## src/rtl/pdh_pkg.sv

```systemverilog
// Shared types, constants and codes for the pot deadzone/hysteresis CC core.
// No dependencies; imported by every module of the block.
package pdh_pkg;

    localparam int NUM_CHANNELS = 8;
    localparam int CH_W         = 3;
    localparam int SAMPLE_W     = 8;
    localparam int VAL_W        = 7;
    localparam int NUM_W        = 2 * SAMPLE_W;
    localparam int STORE_DEPTH  = (NUM_CHANNELS < (1 << CH_W)) ? NUM_CHANNELS : (1 << CH_W);
    localparam int IDX_W        = (STORE_DEPTH > 1) ? $clog2(STORE_DEPTH) : 1;
    localparam int STEP_W       = $clog2(NUM_W);
    localparam int QUEUE_DEPTH  = 2;
    localparam int QUEUE_AW     = $clog2(QUEUE_DEPTH);

    localparam logic [7:0]          CC_STATUS  = 8'hB0;
    localparam logic [SAMPLE_W-1:0] FULL_SCALE = 8'd255;

    localparam int CFG_IDX_W = 2;
    localparam logic [CFG_IDX_W-1:0] CFG_DZ_LOW  = 2'd0;
    localparam logic [CFG_IDX_W-1:0] CFG_DZ_HIGH = 2'd1;
    localparam logic [CFG_IDX_W-1:0] CFG_HYST    = 2'd2;
    localparam logic [CFG_IDX_W-1:0] CFG_CC_BASE = 2'd3;

    localparam logic [7:0]       RST_DZ_LOW  = 8'd20;
    localparam logic [7:0]       RST_DZ_HIGH = 8'd240;
    localparam logic [VAL_W-1:0] RST_HYST    = 7'd4;
    localparam logic [VAL_W-1:0] RST_CC_BASE = 7'd16;

    typedef struct packed {
        logic [CH_W-1:0]     ch;
        logic                host_ready;
        logic                need_div;
        logic [SAMPLE_W-1:0] mapped;
        logic [NUM_W-1:0]    num;
        logic [SAMPLE_W-1:0] den;
    } t_work;

    typedef enum logic [1:0] {
        ST_IDLE,
        ST_DIV,
        ST_CHECK
    } t_back_state;

endpackage

```

## src/rtl/pdh_front.sv

```systemverilog
// Front end: accepts samples, drops unknown channels, resolves deadzones
// and prepares the scaling division. Depends on pdh_pkg.
module pdh_front import pdh_pkg::*; (
    input  logic                i_push,
    input  logic                i_q_full,
    input  logic [CH_W-1:0]     i_channel,
    input  logic [SAMPLE_W-1:0] i_raw_sample,
    input  logic                i_host_ready,
    input  logic [SAMPLE_W-1:0] i_dz_low,
    input  logic [SAMPLE_W-1:0] i_dz_high,
    output logic                o_q_push,
    output t_work               o_word
);

    logic                ch_ok;
    logic [SAMPLE_W-1:0] span;
    logic [SAMPLE_W-1:0] den;

    assign ch_ok    = (32'(i_channel) < NUM_CHANNELS);
    assign o_q_push = i_push && !i_q_full && ch_ok;
    assign span     = i_raw_sample - i_dz_low;
    assign den      = i_dz_high - i_dz_low;

    always_comb begin
        o_word.ch         = i_channel;
        o_word.host_ready = i_host_ready;
        o_word.need_div   = 1'b0;
        o_word.mapped     = '0;
        // span * 255 as a shift and subtract
        o_word.num        = {span, {SAMPLE_W{1'b0}}} - NUM_W'(span);
        o_word.den        = den;
        priority if (i_raw_sample <= i_dz_low) begin
            o_word.mapped = '0;
        end else if (i_raw_sample >= i_dz_high) begin
            o_word.mapped = FULL_SCALE;
        end else begin
            o_word.need_div = 1'b1;
        end
    end

endmodule

```

## src/rtl/pdh_queue.sv

```systemverilog
// Short FIFO of work words between the front and back ends.
// Depends on pdh_pkg.
module pdh_queue import pdh_pkg::*; (
    input  logic  i_clk,
    input  logic  i_rst_n,
    input  logic  i_push,
    input  t_work i_word,
    input  logic  i_pop,
    output logic  o_full,
    output logic  o_empty,
    output t_work o_word
);

    t_work               r_mem [QUEUE_DEPTH];
    logic [QUEUE_AW-1:0] r_wr;
    logic [QUEUE_AW-1:0] r_rd;
    logic [QUEUE_AW:0]   r_count;
    logic                do_push;
    logic                do_pop;

    assign o_full  = (r_count == (QUEUE_AW+1)'(QUEUE_DEPTH));
    assign o_empty = (r_count == '0);
    assign do_push = i_push && !o_full;
    assign do_pop  = i_pop && !o_empty;
    assign o_word  = r_mem[r_rd];

    function automatic logic [QUEUE_AW-1:0] wrap_inc(input logic [QUEUE_AW-1:0] p);
        if (p == QUEUE_AW'(QUEUE_DEPTH - 1)) begin
            return '0;
        end
        return p + 1'b1;
    endfunction

    always_ff @(posedge i_clk) begin
        if (do_push) begin
            r_mem[r_wr] <= i_word;
        end
    end

    always_ff @(posedge i_clk) begin
        if (!i_rst_n) begin
            r_wr    <= '0;
            r_rd    <= '0;
            r_count <= '0;
        end else begin
            if (do_push) begin
                r_wr <= wrap_inc(r_wr);
            end
            if (do_pop) begin
                r_rd <= wrap_inc(r_rd);
            end
            if (do_push && !do_pop) begin
                r_count <= r_count + 1'b1;
            end else if (do_pop && !do_push) begin
                r_count <= r_count - 1'b1;
            end
        end
    end

endmodule

```

## src/rtl/pdh_div.sv

```systemverilog
// Restoring divider, one quotient bit per cycle, for the deadzone scaling.
// Depends on pdh_pkg.
module pdh_div import pdh_pkg::*; (
    input  logic                i_clk,
    input  logic                i_rst_n,
    input  logic                i_start,
    input  logic [NUM_W-1:0]    i_num,
    input  logic [SAMPLE_W-1:0] i_den,
    output logic                o_done,
    output logic [SAMPLE_W-1:0] o_quo
);

    logic                r_busy;
    logic                r_done;
    logic [STEP_W-1:0]   r_step;
    logic [SAMPLE_W-1:0] r_den;
    logic [SAMPLE_W-1:0] r_rem;
    logic [NUM_W-1:0]    r_quo;
    logic [SAMPLE_W:0]   trial;
    logic                fits;

    assign trial  = {r_rem, r_quo[NUM_W-1]};
    assign fits   = (trial >= {1'b0, r_den});
    assign o_done = r_done;
    // quotient never exceeds full scale
    assign o_quo  = r_quo[SAMPLE_W-1:0];

    always_ff @(posedge i_clk) begin
        if (i_start) begin
            r_den <= i_den;
            r_rem <= '0;
            r_quo <= i_num;
        end else if (r_busy) begin
            r_rem <= fits ? SAMPLE_W'(trial - {1'b0, r_den}) : trial[SAMPLE_W-1:0];
            r_quo <= {r_quo[NUM_W-2:0], fits};
        end
    end

    always_ff @(posedge i_clk) begin
        if (!i_rst_n) begin
            r_busy <= 1'b0;
            r_done <= 1'b0;
            r_step <= '0;
        end else begin
            r_done <= 1'b0;
            if (i_start) begin
                r_busy <= 1'b1;
                r_step <= '0;
            end else if (r_busy) begin
                r_step <= r_step + 1'b1;
                if (r_step == STEP_W'(NUM_W - 1)) begin
                    r_busy <= 1'b0;
                    r_done <= 1'b1;
                end
            end
        end
    end

endmodule

```

## src/rtl/pdh_back.sv

```systemverilog
// Back end: takes work words, runs the divider, applies hysteresis to the
// per-channel store and holds the outgoing CC word. Depends on pdh_pkg, pdh_div.
module pdh_back import pdh_pkg::*; (
    input  logic             i_clk,
    input  logic             i_rst_n,
    input  logic             i_q_empty,
    input  t_work            i_word,
    output logic             o_q_pop,
    input  logic [VAL_W-1:0] i_hysteresis,
    input  logic [VAL_W-1:0] i_cc_base,
    input  logic             i_pop,
    output logic             o_empty,
    output logic [VAL_W-1:0] o_controller_number,
    output logic [VAL_W-1:0] o_control_value
);

    t_back_state         r_state, n_state;
    logic [CH_W-1:0]     r_ch;
    logic                r_host_ready;
    logic [SAMPLE_W-1:0] r_mapped;
    logic [VAL_W-1:0]    r_last [STORE_DEPTH];
    logic                r_out_valid;
    logic [VAL_W-1:0]    r_out_ctrl;
    logic [VAL_W-1:0]    r_out_val;

    logic                div_start;
    logic                div_done;
    logic [SAMPLE_W-1:0] div_quo;
    logic                take;
    logic                out_free;
    logic                commit;
    logic [IDX_W-1:0]    idx;
    logic [VAL_W-1:0]    fresh;
    logic [VAL_W-1:0]    prev;
    logic [VAL_W-1:0]    diff;
    logic                upd;

    pdh_div u_div (
        .i_clk   (i_clk),
        .i_rst_n (i_rst_n),
        .i_start (div_start),
        .i_num   (i_word.num),
        .i_den   (i_word.den),
        .o_done  (div_done),
        .o_quo   (div_quo)
    );

    assign out_free = !r_out_valid || i_pop;
    assign idx      = r_ch[IDX_W-1:0];
    assign fresh    = r_mapped[SAMPLE_W-1:1];
    assign prev     = r_last[idx];
    assign diff     = (fresh >= prev) ? (fresh - prev) : (prev - fresh);
    assign upd      = ((diff >= i_hysteresis) || (fresh == '0 && prev != '0))
                      && (fresh != prev);

    always_comb begin
        n_state   = r_state;
        take      = 1'b0;
        div_start = 1'b0;
        commit    = 1'b0;
        unique case (r_state)
            ST_IDLE: begin
                if (!i_q_empty) begin
                    take = 1'b1;
                    if (i_word.need_div) begin
                        div_start = 1'b1;
                        n_state   = ST_DIV;
                    end else begin
                        n_state = ST_CHECK;
                    end
                end
            end
            ST_DIV: begin
                if (div_done) begin
                    n_state = ST_CHECK;
                end
            end
            ST_CHECK: begin
                if (out_free) begin
                    commit  = 1'b1;
                    n_state = ST_IDLE;
                end
            end
            default: n_state = ST_IDLE;
        endcase
    end

    assign o_q_pop = take;

    always_ff @(posedge i_clk) begin
        if (!i_rst_n) begin
            r_state <= ST_IDLE;
        end else begin
            r_state <= n_state;
        end
    end

    always_ff @(posedge i_clk) begin
        if (take) begin
            r_ch         <= i_word.ch;
            r_host_ready <= i_word.host_ready;
            r_mapped     <= i_word.mapped;
        end else if (r_state == ST_DIV && div_done) begin
            r_mapped <= div_quo;
        end
        if (commit && upd && r_host_ready) begin
            r_out_ctrl <= i_cc_base + VAL_W'(r_ch);
            r_out_val  <= fresh;
        end
    end

    always_ff @(posedge i_clk) begin
        if (!i_rst_n) begin
            r_out_valid <= 1'b0;
            for (int k = 0; k < STORE_DEPTH; k++) begin
                r_last[k] <= '0;
            end
        end else begin
            if (commit && upd) begin
                r_last[idx] <= fresh;
            end
            if (commit && upd && r_host_ready) begin
                r_out_valid <= 1'b1;
            end else if (i_pop) begin
                r_out_valid <= 1'b0;
            end
        end
    end

    assign o_empty             = !r_out_valid;
    assign o_controller_number = r_out_ctrl;
    assign o_control_value     = r_out_val;

    a_emit_on_update: assert property (@(posedge i_clk) disable iff (!i_rst_n)
        (commit && upd && r_host_ready) |=> r_out_valid)
        else $error("update with host ready did not produce a CC word");

    a_store_written: assert property (@(posedge i_clk) disable iff (!i_rst_n)
        (commit && upd) |=> (r_last[$past(idx)] == $past(fresh)))
        else $error("channel store not updated");

    a_no_restart: assert property (@(posedge i_clk) disable iff (!i_rst_n)
        (r_state == ST_DIV) |-> !div_start)
        else $error("divider restarted while busy");

    a_no_overwrite: assert property (@(posedge i_clk) disable iff (!i_rst_n)
        (commit && r_out_valid) |-> i_pop)
        else $error("pending CC word overwritten");

endmodule

```

## src/rtl/pot_deadzone_hysteresis_cc_core.sv

```systemverilog
// Potentiometer to MIDI control-change core: deadzone mapping, hysteresis
// and a per-channel value store. Depends on pdh_pkg, pdh_front, pdh_queue, pdh_back.
//
// Samples go in through a push/full port and are queued two deep; CC words
// come out through an empty/pop port holding one word. A sample between the
// deadzones is scaled by an iterative divider at one quotient bit per cycle,
// passing through queue pop, 16 divide steps, completion and the hysteresis
// check; a sample in a deadzone goes from queue pop straight to the check. The
// divider sets the sustained rate. Samples for unknown channels are dropped at
// the input. The channel store is cleared by reset. Registers are written
// through the config port and should change only while the core idles.
module pot_deadzone_hysteresis_cc_core import pdh_pkg::*; (
    input  logic                 i_clk,
    input  logic                 i_rst_n,
    input  logic                 i_push,
    output logic                 o_full,
    input  logic [CH_W-1:0]      i_channel,
    input  logic [SAMPLE_W-1:0]  i_raw_sample,
    input  logic                 i_host_ready,
    output logic                 o_empty,
    input  logic                 i_pop,
    output logic [7:0]           o_status_byte,
    output logic [VAL_W-1:0]     o_controller_number,
    output logic [VAL_W-1:0]     o_control_value,
    input  logic                 i_cfg_valid,
    output logic                 o_cfg_ready,
    input  logic [CFG_IDX_W-1:0] i_cfg_index,
    input  logic [7:0]           i_cfg_data
);

    logic [SAMPLE_W-1:0] r_dz_low;
    logic [SAMPLE_W-1:0] r_dz_high;
    logic [VAL_W-1:0]    r_hyst;
    logic [VAL_W-1:0]    r_cc_base;

    logic  q_push;
    logic  q_pop;
    logic  q_full;
    logic  q_empty;
    t_work front_word;
    t_work back_word;

    assign o_cfg_ready = 1'b1;

    always_ff @(posedge i_clk) begin
        if (!i_rst_n) begin
            r_dz_low  <= RST_DZ_LOW;
            r_dz_high <= RST_DZ_HIGH;
            r_hyst    <= RST_HYST;
            r_cc_base <= RST_CC_BASE;
        end else if (i_cfg_valid) begin
            unique case (i_cfg_index)
                CFG_DZ_LOW:  r_dz_low  <= i_cfg_data;
                CFG_DZ_HIGH: r_dz_high <= i_cfg_data;
                CFG_HYST:    r_hyst    <= i_cfg_data[VAL_W-1:0];
                CFG_CC_BASE: r_cc_base <= i_cfg_data[VAL_W-1:0];
                default: ;
            endcase
        end
    end

    pdh_front u_front (
        .i_push       (i_push),
        .i_q_full     (q_full),
        .i_channel    (i_channel),
        .i_raw_sample (i_raw_sample),
        .i_host_ready (i_host_ready),
        .i_dz_low     (r_dz_low),
        .i_dz_high    (r_dz_high),
        .o_q_push     (q_push),
        .o_word       (front_word)
    );

    pdh_queue u_queue (
        .i_clk   (i_clk),
        .i_rst_n (i_rst_n),
        .i_push  (q_push),
        .i_word  (front_word),
        .i_pop   (q_pop),
        .o_full  (q_full),
        .o_empty (q_empty),
        .o_word  (back_word)
    );

    pdh_back u_back (
        .i_clk               (i_clk),
        .i_rst_n             (i_rst_n),
        .i_q_empty           (q_empty),
        .i_word              (back_word),
        .o_q_pop             (q_pop),
        .i_hysteresis        (r_hyst),
        .i_cc_base           (r_cc_base),
        .i_pop               (i_pop),
        .o_empty             (o_empty),
        .o_controller_number (o_controller_number),
        .o_control_value     (o_control_value)
    );

    assign o_full        = q_full;
    assign o_status_byte = CC_STATUS;

endmodule
```

## config.mk

```make
export PLATFORM = sky130hd
export DESIGN_NAME = pot_deadzone_hysteresis_cc_core
export DESIGN_NICKNAME = d
export VERILOG_FILES = /design/src/rtl/pdh_pkg.sv /design/src/rtl/pdh_front.sv /design/src/rtl/pdh_queue.sv /design/src/rtl/pdh_div.sv /design/src/rtl/pdh_back.sv /design/src/rtl/pot_deadzone_hysteresis_cc_core.sv
export SDC_FILE = /design/constraint.sdc
export NUM_CORES = 1
export LEC_CHECK = 0
export ABC_AREA = 1
export BUFFER_PORTS_ARGS = -buffer_cell sky130_fd_sc_hd__buf_4
export CAP_MARGIN = 20
export CORE_MARGIN = 2
export CORE_UTILIZATION = 40
export DETAILED_ROUTE_END_ITERATION = 7
export SETUP_SLACK_MARGIN = 0.05
export SLEW_MARGIN = 0
export SYNTH_ARGS = -nofsm -noshare
export SYNTH_HDL_FRONTEND = slang
export SYNTH_SLANG_ARGS = --single-unit
```

## constraint.sdc

```tcl
create_clock -name i_clk -period 5.1 [get_ports i_clk]
set_input_delay 0.255 -clock i_clk [delete_from_list [all_inputs] [get_ports i_clk]]
set_output_delay 0.255 -clock i_clk [all_outputs]
set_load 0.02 [all_outputs]
```

Word-level counts from Yosys, hierarchy flattened
Memory sizes are Yosys's and may differ from the RTL's. A register that Yosys moved wholly into a read port is not among the register bits.
Index checks and enable logic that the tools add are counted.
- register bits after elaboration: 101
- bits in writable memories: 130
- memories: 2
- output and inout bits: 25
- logic and storage cells: 138
- memory list (memory ; words ; bits a word ; read ports ; clocked after memory_dff ; write ports ; RTL line ; source):
    u_queue.r_mem ; 2 ; 37 ; 1 ; 1 ; 1 ; pdh_queue.sv:14 ; t_work r_mem [QUEUE_DEPTH];
    u_back.r_last ; 8 ; 7 ; 1 ; 1 ; 8 ; pdh_back.sv:21 ; logic [VAL_W-1:0] r_last [STORE_DEPTH];
- bitwise logic cells: 2
- reductions and logical operators: 34
- $add $sub $neg: 12
- $lt $le $gt $ge: 5
- muxes and demuxes: 52
- equality and inequality tests: 11
- operators by type and width (cell ; number):
    two-way mux 8 bit ; 5
    two-way mux 1 bit ; 34
    two-way mux 16 bit ; 2
    subtractor 8 bit ; 3
    subtractor 16 x 8 -> 16 bit ; 1
    >= comparator 7 bit ; 2
    two-way mux 7 bit ; 2
    subtractor 7 bit ; 2
    two-way mux 2 bit ; 6
    logical AND 1 bit ; 10
    >= comparator 9 x 8 -> 1 bit ; 1
    == test 2 bit (second input constant) ; 4
    >= comparator 8 bit ; 1
    <= comparator 8 bit ; 1
    AND reduction 2 bit ; 4
    nonzero test 2 bit ; 4
    adder 7 x 3 -> 7 bit ; 1
    zero test 7 bit ; 1
    != test 7 bit ; 1
    nonzero test 7 bit ; 1
    OR reduction 7 bit ; 1
    zero test 2 bit ; 3
    two-way mux 3 bit ; 2
    one-hot mux 2 bit (3 select lines) ; 1
    other kinds (14) ; 23

Longest topological paths before layout
- word-level depth: 11
- gate-level depth with buffers: 29
- gate-level depth less buffers: 28

By module
A second synthesis with hierarchy kept.
- cell total of the unflattened synthesis: 1378
- area total of the unflattened synthesis: 12864.8 µm²
- modules (own cells, without submodules) (module ; instances ; seq. area each (µm²) ; cells each ; area each (µm²)):
    pdh_back ; 1 ; 2552.4 ; 544 ; 4938.5
    pdh_queue ; 1 ; 2322.2 ; 153 ; 3067.9
    pdh_div ; 1 ; 1001.0 ; 260 ; 2120.8
    pdh_front ; 1 ; 0.0 ; 229 ; 1417.6
    pot_deadzone_hysteresis_cc_core ; 1 ; 600.6 ; 192 ; 1320.0

Worst setup path after synthesis
Ideal clock, no wire load.
- kind: register to register
- from: reg with a tool-made name
- to: reg u_back.r_out_val[0] (netlist: u_back.o_control_value[0]), enable pin
- setup slack: 1.061 ns
- required time: 4.746 ns
- cell stages (with the launch flop): 29
- library setup time: 0.354 ns
- arrival: 3.685 ns
- cell sequence: dfxtp_1 > buf_6 > buf_6 > nand2_1 > nand3_1 > nand3_1 > nand2_1 > inv_1 > ha_1 > buf_2 > a21oi_1 > o21ai_1 > a21oi_1 > nor2_1 > o21ai_0 > nand3_1 > o21ai_0 > inv_1 > ha_1 > nand2_1 > o21ai_0 > nand2_1 > nand2_1 > nand2_1 > a21oi_1 > nor2_1 > nand2_8 > nand3_1 > inv_1
- RTL lines (what ; RTL line ; source):
    end signal, assigned ; pdh_back.sv:108 ; r_out_val <= fresh;
    end, declared ; pdh_back.sv:24 ; logic [VAL_W-1:0] r_out_val;

==> flow_summary.json <==
{
  "pwr-share-clk_pct": 23.1,
  "via_per_inst": 4.81,
  "grt_pass1_vias": 7602,
  "diodes": 0,
  "relSlewSlack_pct": 35.4,
  "reg2regPathDepth": 26,
  "ys_seq_elements": 220,
  "drt-pass1-iter-count": 6,
  "finalClockSkew_ps": 12.9,
  "root_buffer": "clkbuf_16",
  "cp.arrival_ps": 4730,
  "setup_viol": 0,
  "core_area_mm2": 0.0277,
  "worstPathRequired_ps": 5290,
  "synth_edf_count": 165,
  "min_path_type": "in -> reg",
  "path_max_fanout": 29,
  "timing.final.crit_share_pct": 88.9,
  "wl_per_cell_um": 14.7,
  "clkTransAtPathRegs_ps": 60,
  "async_flop_share_pct": 0,
  "drive_above_1_share_pct": 11.0,
  "maxCapViolCount": 0,
  "postSynthAreaPerCell_um2": 9.31,
  "final_max_slew_viol_count": 0,
  "rsz0062_at_grt": "no",
  "grt_first_pass_wirelength_um": 39400,
  "row_count": 61,
  "yosys_warnings": 0,
  "yosysSeqAreaShare_pct": 53.9,
  "fmax_mhz": 221,
  "clock_path_buffers": 3,
  "drc": 0,
  "hold_viol": 0,
  "area_growth_pct": 15.1,
  "path_class": "reg -> reg",
  "reg2reg_setup_slack_ps": 570,
  "dieArea_mm2": 0.0294,
  "crit_end": "u_back.r_last[3][1]",
  "die_x_um": 172,
  "grt_max_degree": 54,
  "synth_cells": 1207,
  "fin_nets": 1356,
  "rr_endpoint": "u_back.r_last[3][1]",
  "pre_cts_slack_ps": 453,
  "power.net_switching_uw": 3400,
  "start_util_pct": 40.6,
  "multi_input_area_mm2": 0.00434,
  "fill_cells": 2618,
  "hpwl_um": 18000,
  "fin_setup_tns_ps": 0,
  "dr_total_vias": 7983,
  "p_int_uw": 4860,
  "cts_tree": "done",
  "dieHeight_um": 172,
  "drt_iter0_drc": 529,
  "synth_area_mm2": 0.0112,
  "clock_latency_ps": 530,
  "cts_sinks": 220,
  "port_buffers": 42,
  "grt_overflow": 0,
  "power_frac_seq_pct": 31.7,
  "antenna_found_initial": 0,
  "drt_wl_total_um": 24500,
  "synth_cell_types": 46,
  "fin_crit_ps": 4530,
  "power.share.switching_pct": 41.2,
  "fin_ws_ps": 567,
  "register_area_mm2": 0.00606,
  "ios": 52,
  "vdd_drop_max_uv": 424,
  "hold_depth": 3,
  "design_area_mm2": 0.0129,
  "drtAntennaViolNets": 0,
  "start_kind": "register",
  "worst_pin_slew_ps": 965,
  "htreeDepth": 1,
  "cts_buffers": 25,
  "final_common_cell": "nand2_1",
  "layout_common_cells": "nand2_1, edfxtp_1, inv_1",
  "place_area_mm2": 0.0119,
  "grt.total_usage_pct": 17.0,
  "power_density_mw_per_mm2": 639,
  "status": "complete, no violations",
  "ys.flop_type": "edfxtp_1",
  "p_leak_uw": 0.00563,
  "gp_congestion": 0.880,
  "end_kind": "register",
  "p_comb_share_pct": 45.1
}
==> power groups by stage <==
stage	logic [µW]	clock network (µW)	registers (µW)
detailed placement	3670	0	2660
floorplan	2790	0	2630
global placement	3620	0	2660
CTS	3700	1940	2630
finish	3730	1910	2620
global route	4240	2020	2660
==> critical path: stages, from the launching register on <==
cell     delay, ps
dfxtp_1        390
buf_6          250
nand2_1         90
nand3_1         90
nand3_1        100
nand2_1        150
inv_1           60
ha_1           360
a21oi_1        170
o21ai_1        110
a21oi_1        180
nor2_1          70
o21ai_0        150
nand3_1        230
o21ai_0        220
inv_1           60
ha_1           290
nand2_1         50
o21ai_0        150
nand2_1         70
nand2_1         60
nand2_1         50
a21oi_1        150
nor2_2          90
nand2_8        150
nand4_4        150
nand2_1        310
==> worst min-delay path by stage <==
stage	slack, ps	endpoint	startpoint
after floorplan	350	u_queue.r_mem[0][33]	i_host_ready
after global placement	440	u_queue.r_rd	u_queue.r_rd
after detailed placement	440	u_queue.r_mem[1][35]	i_channel[1]
after CTS	4	r_dz_high[6]	i_cfg_data[6]
after global routing	10	r_dz_high[6]	i_cfg_data[6]
final	20	r_dz_high[6]	i_cfg_data[6]
==> stage by stage <==
step                      cells  util (%)  hold slack, ps  total power [µW]
final                      1661      46.7            20.7              8260
after global routing       1661      46.7            12.8              8920
after CTS                  1660      46.5            4.32              8270
after detailed placement   1606      43.0             443              6330
after global placement     1606      43.0             437              6280
after floorplan            1214         -             354              5420
==> cells in the mapped netlist (all sizes together) (4+ instances only) <==
cell type / n / share of area, %
nand2: 279 / 9.6
dfxtp: 55 / 9.8
nor3: 21 / 0.98
buf: 24 / 1.5
or2: 4 / 0.22
o31ai: 15 / 1.0
fa: 6 / 1.1
nand3: 51 / 2.3
xnor2: 7 / 0.55
o21ai: 56 / 2.5
inv: 173 / 5.8
ha: 59 / 6.6
nor2: 140 / 4.8
clkbuf: 15 / 0.50
edfxtp: 165 / 44
nand4: 15 / 1.9
xor2: 25 / 1.9
a21oi: 60 / 2.7
clkinv: 4 / 0.13
o211ai: 14 / 0.94
==> state kept, by name, summed over array words and instances, names as in the netlist, 8 cells and up, named ones only <==
| signal | flops |
|---|---|
| r_dz_high | 8 |
| r_dz_low | 8 |
| u_back.r_last | 56 |
| u_back.u_div.r_den | 8 |
| u_back.u_div.r_quo | 16 |
| u_back.u_div.r_rem | 8 |
| u_queue.r_mem | 60 |
==> routing by layer <==
layer / routed length [µm] / vias up / track usage [%]
li1: - / 4087 / -
met4: 520 / 0 / 4.50
met5: 0 / - / 0
met2: 11900 / 170 / 29.0
met3: 1090 / 40 / 2.92
met1: 11000 / 3686 / 22.4
==> repair_timing <==
item	in CTS	in global routing
setup buffers	0	1
hold endpoints to repair	15	0
resized for setup	0	12
hold buffers	8	0
endpoints found under the setup margin	0	70
==> layout make-up <==
type,instances,area share [%]
clock buffers,27,4.97
clock inverters,19,1.88
multi-input cells,778,33.6
inverters,177,5.19
flip-flops and latches,220,46.8
repair buffers,62,3.88
well taps,378,3.66
==> kinds of logic (layout without fill, tap and decap cells) <==
kind of cell | after synthesis | after routing | share of synthesized area, %
and+or+nand+nor | 514 | 514 | 20.0
DFF | 220 | 220 | 53.9
buffers and inverters | 216 | 285 | 7.88
AOI/OAI and AO/OA | 158 | 158 | 8.01
adders and majority gates | 65 | 65 | 7.64
xor gates and xnor gates | 32 | 32 | 2.49
other | 2 | 9 | 0.0668
Note: power is estimated with default switching activity, not from simulation.
